$ cat src/rtl/trmi_pkg.sv
`timescale 1ns / 1ps
package trmi_pkg;

  // Configuration register indexes.
  localparam logic [1:0] CfgWidth  = 2'd0;
  localparam logic [1:0] CfgHeight = 2'd1;
  localparam logic [1:0] CfgDark   = 2'd2;
  localparam logic [1:0] CfgPasses = 2'd3;

  // Reciprocal of three in 11 fractional bits; exact for sums up to 765.
  localparam logic [20:0] Recip3 = 21'd683;
  localparam int          Recip3Shift = 11;

  typedef enum logic [1:0] {
    PH_LOAD,
    PH_PROC,
    PH_EMIT
  } trmi_phase_e;

  typedef enum logic [2:0] {
    ES_IDLE,
    ES_PREV,
    ES_CUR,
    ES_NEXT,
    ES_CALC
  } trmi_eng_state_e;

  typedef struct packed {
    logic busy;
    logic done;
  } trmi_eng_stat_t;

  // One channel of a 3-tap window: max, min or truncated average.
  function automatic logic [7:0] tap3(input logic [7:0] a, input logic [7:0] b,
                                      input logic [7:0] c, input logic blur,
                                      input logic dark);
    logic [7:0]  r;
    logic [9:0]  s;
    logic [20:0] m;
    r = a;
    s = {2'b00, a} + {2'b00, b} + {2'b00, c};
    m = 21'(s) * Recip3;
    if (blur) begin
      r = m[Recip3Shift +: 8];
    end else if (dark) begin
      if (b > r) r = b;
      if (c > r) r = c;
    end else begin
      if (b < r) r = b;
      if (c < r) r = c;
    end
    return r;
  endfunction

  function automatic logic [23:0] combine3(input logic [23:0] a, input logic [23:0] b,
                                           input logic [23:0] c, input logic blur,
                                           input logic dark);
    logic [23:0] o;
    for (int k = 0; k < 3; k++) begin
      o[8*k +: 8] = tap3(a[8*k +: 8], b[8*k +: 8], c[8*k +: 8], blur, dark);
    end
    return o;
  endfunction

endpackage

$ cat src/rtl/trmi_engine.sv
`timescale 1ns / 1ps
module trmi_engine #(
  parameter int MAX_WIDTH  = 256,
  parameter int MAX_HEIGHT = 256
) (
  input  logic                                       clk_i,
  input  logic                                       rst_ni,
  input  logic                                       start_i,
  input  logic [$clog2(MAX_WIDTH+1)-1:0]             width_i,
  input  logic [$clog2(MAX_HEIGHT+1)-1:0]            height_i,
  input  logic                                       dark_i,
  input  logic [2:0]                                 passes_i,
  output logic [$clog2(MAX_WIDTH*MAX_HEIGHT)-1:0]    raddr_o,
  input  logic [23:0]                                patch_rdata_i,
  input  logic [23:0]                                scr_rdata_i,
  output logic                                       patch_we_o,
  output logic                                       scr_we_o,
  output logic [$clog2(MAX_WIDTH*MAX_HEIGHT)-1:0]    waddr_o,
  output logic [23:0]                                wdata_o,
  output trmi_pkg::trmi_eng_stat_t                   stat_o
);
  import trmi_pkg::*;

  localparam int AW = $clog2(MAX_WIDTH * MAX_HEIGHT);
  localparam int WW = $clog2(MAX_WIDTH + 1);
  localparam int HW = $clog2(MAX_HEIGHT + 1);

  trmi_eng_state_e state_q, state_d;
  logic [WW-1:0] x_q;
  logic [HW-1:0] y_q;
  logic [AW-1:0] rb_q;
  logic [3:0]    sw_q;
  logic [23:0]   a_q, b_q;

  logic          vert, blur, x_end, y_end, sw_end;
  logic [AW-1:0] cur_addr, prev_addr, next_addr;
  logic [23:0]   rdata;

  // Sweep decode: even sweeps run along rows, odd ones along columns.
  assign vert   = sw_q[0];
  assign blur   = sw_q >= {passes_i, 1'b0};
  assign sw_end = sw_q == {passes_i, 1'b1};
  assign x_end  = x_q == width_i - WW'(1);
  assign y_end  = y_q == height_i - HW'(1);
  assign rdata  = vert ? scr_rdata_i : patch_rdata_i;

  // Window addresses with replicated edges.
  always_comb begin
    cur_addr = rb_q + AW'(x_q);
    if (vert) begin
      prev_addr = (y_q != '0) ? cur_addr - AW'(width_i) : cur_addr;
      next_addr = y_end ? cur_addr : cur_addr + AW'(width_i);
    end else begin
      prev_addr = (x_q != '0) ? cur_addr - AW'(1) : cur_addr;
      next_addr = x_end ? cur_addr : cur_addr + AW'(1);
    end
  end

  // Next state.
  always_comb begin
    state_d = state_q;
    unique case (state_q)
      ES_IDLE: if (start_i) state_d = ES_PREV;
      ES_PREV: state_d = ES_CUR;
      ES_CUR:  state_d = ES_NEXT;
      ES_NEXT: state_d = ES_CALC;
      ES_CALC: state_d = (x_end && y_end && sw_end) ? ES_IDLE : ES_PREV;
      default: state_d = ES_IDLE;
    endcase
  end

  // Outputs.
  always_comb begin
    raddr_o     = prev_addr;
    patch_we_o  = 1'b0;
    scr_we_o    = 1'b0;
    stat_o.busy = state_q != ES_IDLE;
    stat_o.done = 1'b0;
    unique case (state_q)
      ES_IDLE: raddr_o = prev_addr;
      ES_PREV: raddr_o = prev_addr;
      ES_CUR:  raddr_o = cur_addr;
      ES_NEXT: raddr_o = next_addr;
      ES_CALC: begin
        patch_we_o  = vert;
        scr_we_o    = !vert;
        stat_o.done = x_end && y_end && sw_end;
      end
      default: raddr_o = prev_addr;
    endcase
  end

  assign waddr_o = cur_addr;
  assign wdata_o = combine3(a_q, b_q, rdata, blur, dark_i);

  always_ff @(posedge clk_i or negedge rst_ni) begin
    if (!rst_ni) begin
      state_q <= ES_IDLE;
    end else begin
      state_q <= state_d;
    end
  end

  // Raster position and sweep counters.
  always_ff @(posedge clk_i or negedge rst_ni) begin
    if (!rst_ni) begin
      x_q  <= '0;
      y_q  <= '0;
      rb_q <= '0;
      sw_q <= '0;
    end else if (state_q == ES_IDLE && start_i) begin
      x_q  <= '0;
      y_q  <= '0;
      rb_q <= '0;
      sw_q <= '0;
    end else if (state_q == ES_CALC) begin
      if (!x_end) begin
        x_q <= x_q + WW'(1);
      end else begin
        x_q <= '0;
        if (y_end) begin
          y_q  <= '0;
          rb_q <= '0;
          sw_q <= sw_q + 4'd1;
        end else begin
          y_q  <= y_q + HW'(1);
          rb_q <= rb_q + AW'(width_i);
        end
      end
    end
  end

  // Window samples arrive in the cycle after their read, from the registered store port.
  always_ff @(posedge clk_i) begin
    if (state_q == ES_CUR)  a_q <= rdata;
    if (state_q == ES_NEXT) b_q <= rdata;
  end

endmodule
$ cat config.mk
export PLATFORM = sky130hd
export DESIGN_NAME = trmi_engine
export DESIGN_NICKNAME = d
export VERILOG_FILES = /design/src/rtl/trmi_pkg.sv /design/src/rtl/trmi_engine.sv
export SDC_FILE = /design/constraint.sdc
export NUM_CORES = 1
export LEC_CHECK = 0
export ABC_CLOCK_PERIOD_IN_PS = 16140
export BUFFER_PORTS_ARGS = -buffer_cell sky130_fd_sc_hd__buf_2
export CAP_MARGIN = 20
export CELL_PAD_IN_SITES_DETAIL_PLACEMENT = 2
export CELL_PAD_IN_SITES_GLOBAL_PLACEMENT = 2
export CORE_MARGIN = 4
export CORE_UTILIZATION = 42
export CTS_BUF_LIST = sky130_fd_sc_hd__clkbuf_4 sky130_fd_sc_hd__clkbuf_8
export DETAILED_ROUTE_END_ITERATION = 8
export GPL_TIMING_DRIVEN = 0
export PLACE_DENSITY = 0.87
export SYNTH_ARGS = -nofsm -noshare
export SYNTH_HDL_FRONTEND = slang
export SYNTH_SLANG_ARGS = --single-unit
export TNS_END_PERCENT = 10
$ cat constraint.sdc
create_clock -name clk_i -period 16.14 [get_ports clk_i]
set_input_delay 1.614 -clock clk_i [delete_from_list [all_inputs] [get_ports clk_i]]
set_output_delay 1.614 -clock clk_i [all_outputs]
set_load 0.01 [all_outputs]
==> results.yml, run 1 <==
cts:
  cts_made_buffers: 9
  h-tree-depth: 3
  post_cts_buffers: 0
  cts_tree: "yes"
  cts_resized: 0
  ctsHoldBuffers: 0
  clock_path_buffers: 2
  clk_latency_ps: 420
  cts.clk_slew.worst_paths_ps: 130
  cts_sinks: 89
  cts-root-buf: "clkbuf_8"
layout:
  final_nets: 2471
  multiInputGateArea_mm2: 0.0125
  final_cell_area_mm2: 0.0177
  n_antenna_cell: 0
  seqCellArea_mm2: 0.00247
  fin_cells: 2515
  syn2layout_area_growth_pct: 9.81
  final.fill_count: 4306
  drive_above_1_share_pct: 9.18
floorplanning:
  start_util_pct: 42.7
  coreArea_mm2: 0.0378
  die_width_um: 204
  dieArea_mm2: 0.0417
  ios: 133
  die_h_um: 204
  num_rows: 71
critical_path:
  endpoint: "wdata_o[7]"
  max_stage_delay_ps: 920
  cp_max_fo: 10
  rr_startpoint: "sw_q[0]"
  cp_common_cell: "a21oi_1"
  worstPathRequired_ps: 14530
  rr_worst_depth: 5
  rrSetupSlack_ps: 12160
  critPathLaunch: "sw_q[0]"
  crit_type: "reg -> out"
  cp_data_arrival_time_ps: 11800
  crit_path_start_kind: "flip-flop"
  critPathSlowestCell: "clkbuf_1"
  reg2reg_to: "b_q[21]"
  worstSetupEndpointType: "output port"
sta:
  period_needed_ps: 13410
  drv_slew: 0
  worstMarginPinSlew_ps: 1140
  setup_viol: 0
  max_slew_margin_pct: 23.8
  max_freq_mhz: 74.5
  fin_crit_sh_pct: 83.1
  rsz0062_at_grt: "no"
  tns_ps: 0
  clock_skew_ps: 24.0
  finalHoldViolations: 0
synth:
  synth_compound_area_share_pct: 15.9
  syn-cell-area_mm2: 0.0162
  yosysMostFrequentCell: "ha_1"
  yosys.area.top_type_share_pct: 23.9
  synth_nets: 2321
  synth_xor_area_share_pct: 7.54
  avgSynthCellArea_um2: 8.74
  netlist-cell-type-count: 76
  synth_area_leader_cell: "ha_1"
  synth-async-reset-ratio_pct: 46.1
  yosysSeqAreaShare_pct: 15.3
  ys_warn_count: 0
  synth_mux_area_share_pct: 6.29
  synth_common_cells: "ha_1 (309), inv_1 (264), nor2_1 (118), a21oi_1 (117), nand2_1 (95)"
  synthAdderAreaFrac_pct: 35.1
  synth_seq_cells: 89
  syn_inst: 1849
  synthSimpleGateAreaFrac_pct: 12.7
  synth_top_family_by_area: "adder cells"
  synth_top_flop_cell: "edfxtp_1"
  synth_edf_count: 48
  synth.area.top_cells: "ha_1 (24%), fa_1 (11%), edfxtp_1 (8.9%)"
global_routing:
  antenna_found_initial: 0
  grt-ovfl-total: 0
  grt_pass1_vias: 17700
  grt_max_degree: 42
  grt_use_total_pct: 30.6
  grt_pass1_wl_mm: 101
route:
  vias: 15200
  vias_per_cell: 6.03
  drc: 0
  drtAntennaViolNets: 0
  dr.pass1.iters: 6
  drt-total-wl_mm: 65.0
  drt-initial-drc-count: 908
  post_drt_wl_per_cell_um: 25.8
status:
  status: "finished, final reports clean"
placement:
  port_buffers: 132
  dp_cells: 2495
  place_hpwl_mm: 52.4
  dpl-instance-area_mm2: 0.0175
  place.gp.congestion: 0.919
worst_hold_path:
  min_path_type: "reg -> reg"
run:
  max_cap_violations: 0
## routing by layer
layer,routed length [µm],vias up,global-route usage [%],share of wire (%)
li1,-,6794,-,-
met1,26000,7758,35.3,40
met2,33700,429,57.0,52
met3,2230,184,3.33,3.4
met4,3080,0,13.2,4.7
met5,0,-,0,0
## flip-flops by register name (all words and copies together) (netlist names)
signal   flops
sw_q         4
rb_q        16
x_q          9
b_q         24
y_q          9
state_q      3
a_q         24
## logic make-up (layout without fill, tap and decap cells)
| logic type | after synthesis | count (layout) |
|---|---|---|
| compound gates | 400 | 400 |
| xor+xnor | 139 | 139 |
| fa+ha+maj | 399 | 399 |
| buf+inv | 312 | 467 |
| flops | 89 | 89 |
| mux | 100 | 100 |
| simple gates | 410 | 410 |
## cell type report
type                    count  area share [%]
repair buffers            139            4.18
multi-input cells        1448            70.6
flip-flops and latches     89            13.9
clock buffers               9           0.698
plain buffers              47            1.03
well taps                 511            3.60
clock inverters             7           0.402
inverters                 265            5.61
## through the flow
step	hold slack, ps	util, %	setup slack, ps
2_1_floorplan	465	-	6380
3_3_place_gp	497	46.1	4000
3_5_place_dp	491	46.2	3570
4_1_cts	513	46.8	2780
5_1_grt	572	46.9	2330
6_report	511	46.9	2730
## worst min path at each step
stage	start	depth (start not counted)	slack, ps	to
floorplan	rb_q[15]	1	460	rb_q[15]
global route	rb_q[15]	1	570	rb_q[15]
CTS	rb_q[15]	1	510	rb_q[15]
finish	rb_q[15]	1	510	rb_q[15]
global placement	rb_q[15]	1	500	rb_q[15]
detailed placement	rb_q[15]	1	490	rb_q[15]
## worst max-delay path, delay by kind of cell (launching register included)
family	cells	cell delay, ps
multiplexers	2	620
adder cells (fa/ha/maj)	8	3400
buffers and inverters	8	3160
XOR/XNOR	2	590
AO/OA/AOI/OAI	12	3250
flip-flops	1	380
## cell usage in the layout, fill, tap and decap left out, drive strengths merged, types with 51 or more instances in the layout
cell type / instances
o21ai: 93
ha: 309
nor2: 118
mux2i: 88
a21oi: 118
fa: 90
xor2: 51
inv: 269
nand2: 95
buf: 140
xnor2: 88
clkbuf: 55
Power of run 1 is left out: the tool's default activity adds up to more than one toggle a clock period on the data nets, which glitch-free logic cannot reach.
==> inputs of run 2 (changes only) <==
ABC_CLOCK_PERIOD_IN_PS = 12460   (was 16140)
CORE_UTILIZATION = 39   (was 42)
PLACE_DENSITY = 0.81   (was 0.87)
clock period = 12.46 ns   (was 16.14 ns; I/O delays follow)
==> run 2 against run 1 <==
  * Worst setup slack got worse by 2100 ps
  * Final area is essentially flat
  * Critical endpoint unchanged
  * Routed wire length shrank 12%
  * Largest cell class unchanged
  * Hold slack better by 11 ps
  * Flip-flop and latch count unchanged
  * First-iteration DRC count is 26% lower
  * Sequential share of layout area about the same
  * Core utilization fell by 3.5 points
  * Final cell count increased by 0.80%
  * Non-clock buffer count fell by 1
==> results.yml, run 2 (synthesis gave the netlist of run 1 again) <==
layout:
  fin_cells: 2535
  final_cell_area_mm2: 0.0178
  layout_commonest_cell: "ha_1"
  reg_top3: "a_q x24, b_q x24, rb_q x16"
  n_antenna_cell: 0
  final_nets: 2470
  final_cell_mix: "ha_1 (309), inv_1 (264), buf_2 (134), a21oi_1 (117), nor2_1 (117)"
  syn2layout_area_growth_pct: 9.91
  drive_above_1_share_pct: 9.24
global_routing:
  grt-ovfl-total: 0
  antenna_found_initial: 0
  grt_use_total_pct: 25.3
  grt_pass1_wl_mm: 90.8
  grt_pass1_vias: 16600
  grt_max_degree: 42
critical_path:
  cp_common_cell: "a21oi_1"
  cp_max_fo: 10
  rrSetupSlack_ps: 9030
  rr_startpoint: "y_q[7]"
  cp_data_arrival_time_ps: 10570
  reg2reg_to: "rb_q[15]"
  crit_type: "reg -> out"
  critPathSlowestCell: "o41ai_1"
  rr_worst_depth: 9
  worstSetupEndpointType: "output port"
  max_stage_delay_ps: 700
  crit_path_start_kind: "flip-flop"
  worstPathRequired_ps: 11210
placement:
  dp_cells: 2518
  place_hpwl_mm: 48.0
  port_buffers: 132
  place.gp.congestion: 0.874
  dpl-instance-area_mm2: 0.0175
cts:
  ctsHoldBuffers: 0
  clk_latency_ps: 400
  cts.clk_slew.worst_paths_ps: 110
  post_cts_buffers: 0
  cts_resized: 1
  cts-root-buf: "clkbuf_8"
  clock_path_buffers: 2
  cts_made_buffers: 9
  cts_tree: "yes"
  cts_sinks: 89
  h-tree-depth: 3
worst_hold_path:
  holdPathStages: 1
  min_from: "rb_q[15]"
  hold_path_end: "rb_q[15]"
  min_path_type: "reg -> reg"
sta:
  tns_ps: 0
  setup_viol: 0
  max_freq_mhz: 84.6
  drv_slew: 0
  max_slew_margin_pct: 32.3
  finalHoldViolations: 0
  period_needed_ps: 11820
  fin_crit_sh_pct: 94.8
  rsz0062_at_grt: "no"
  clock_skew_ps: 13.5
  worstMarginPinSlew_ps: 1010
route:
  drt-total-wl_mm: 57.3
  vias: 14500
  dr.pass1.iters: 5
  drc: 0
  post_drt_wl_per_cell_um: 22.6
  drtAntennaViolNets: 0
  vias_per_cell: 5.73
  drt-initial-drc-count: 668
floorplanning:
  coreArea_mm2: 0.0409
  num_rows: 74
  ios: 133
  die_h_um: 212
  die_width_um: 212
  dieArea_mm2: 0.0447
  start_util_pct: 39.5
status:
  status: "finished, final reports clean"
run:
  max_cap_violations: 0
-- run 2: cell count changes in the layout (fill, tap and decap cells not counted), sizes merged --
cell / previous run / this run
clkinv: 3 / 4
inv: 269 / 267
-- run 2: worst max-delay path: cells and delay by family (launching register included) --
family	cells	cell delay [ps]
buffers and inverters	8	2290
adders and majority gates	8	3350
xor gates and xnor gates	2	640
DFF	1	370
muxes	2	520
AOI/OAI and AO/OA	12	2990
-- run 2: layout make-up --
| cell class | count | area, µm² |
|---|---|---|
| sequential | 89 | 2470 |
| clock inverter | 6 | 51.3 |
| fill | 4625 | 23200 |
| buffer | 47 | 186 |
| multi-input combinational | 1448 | 12500 |
| clock buffer | 10 | 131 |
| inverter | 265 | 995 |
| tap | 532 | 666 |
| timing repair buffer | 138 | 739 |
-- run 2: how the worst max path moves through the flow --
| stage | slack (ps) | from | cells past startpoint | endpoint |
|---|---|---|---|---|
| after global routing | 30 | sw_q[0] | 32 | wdata_o[7] |
| after global placement | 830 | sw_q[0] | 32 | wdata_o[7] |
| after CTS | 20 | sw_q[0] | 35 | wdata_o[7] |
| after floorplan | 3160 | sw_q[0] | 31 | wdata_o[7] |
| final | 640 | sw_q[0] | 32 | wdata_o[7] |
| after detailed placement | 340 | sw_q[0] | 32 | wdata_o[7] |
-- run 2: routing by layer --
metal,GRT usage (%),wire length [µm],vias up,part of all wire (%)
li1,-,-,6816,-
met1,31.9,24800,7368,43
met2,46.7,29500,261,51
met3,1.96,1620,83,2.8
met4,6.33,1360,0,2.4
met5,0,0,-,0
-- run 2: per-stage QoR --
step / setup WS, ps / utilization [%] / hold slack (ps)
final: 644 / 43.4 / 523
after global routing: 31.5 / 43.4 / 552
after CTS: 23.4 / 43.3 / 526
after detailed placement: 340 / 42.9 / 508
after global placement: 835 / 42.7 / 498
after floorplan: 3160 / - / 465
Power of run 2 is left out for the same reason.
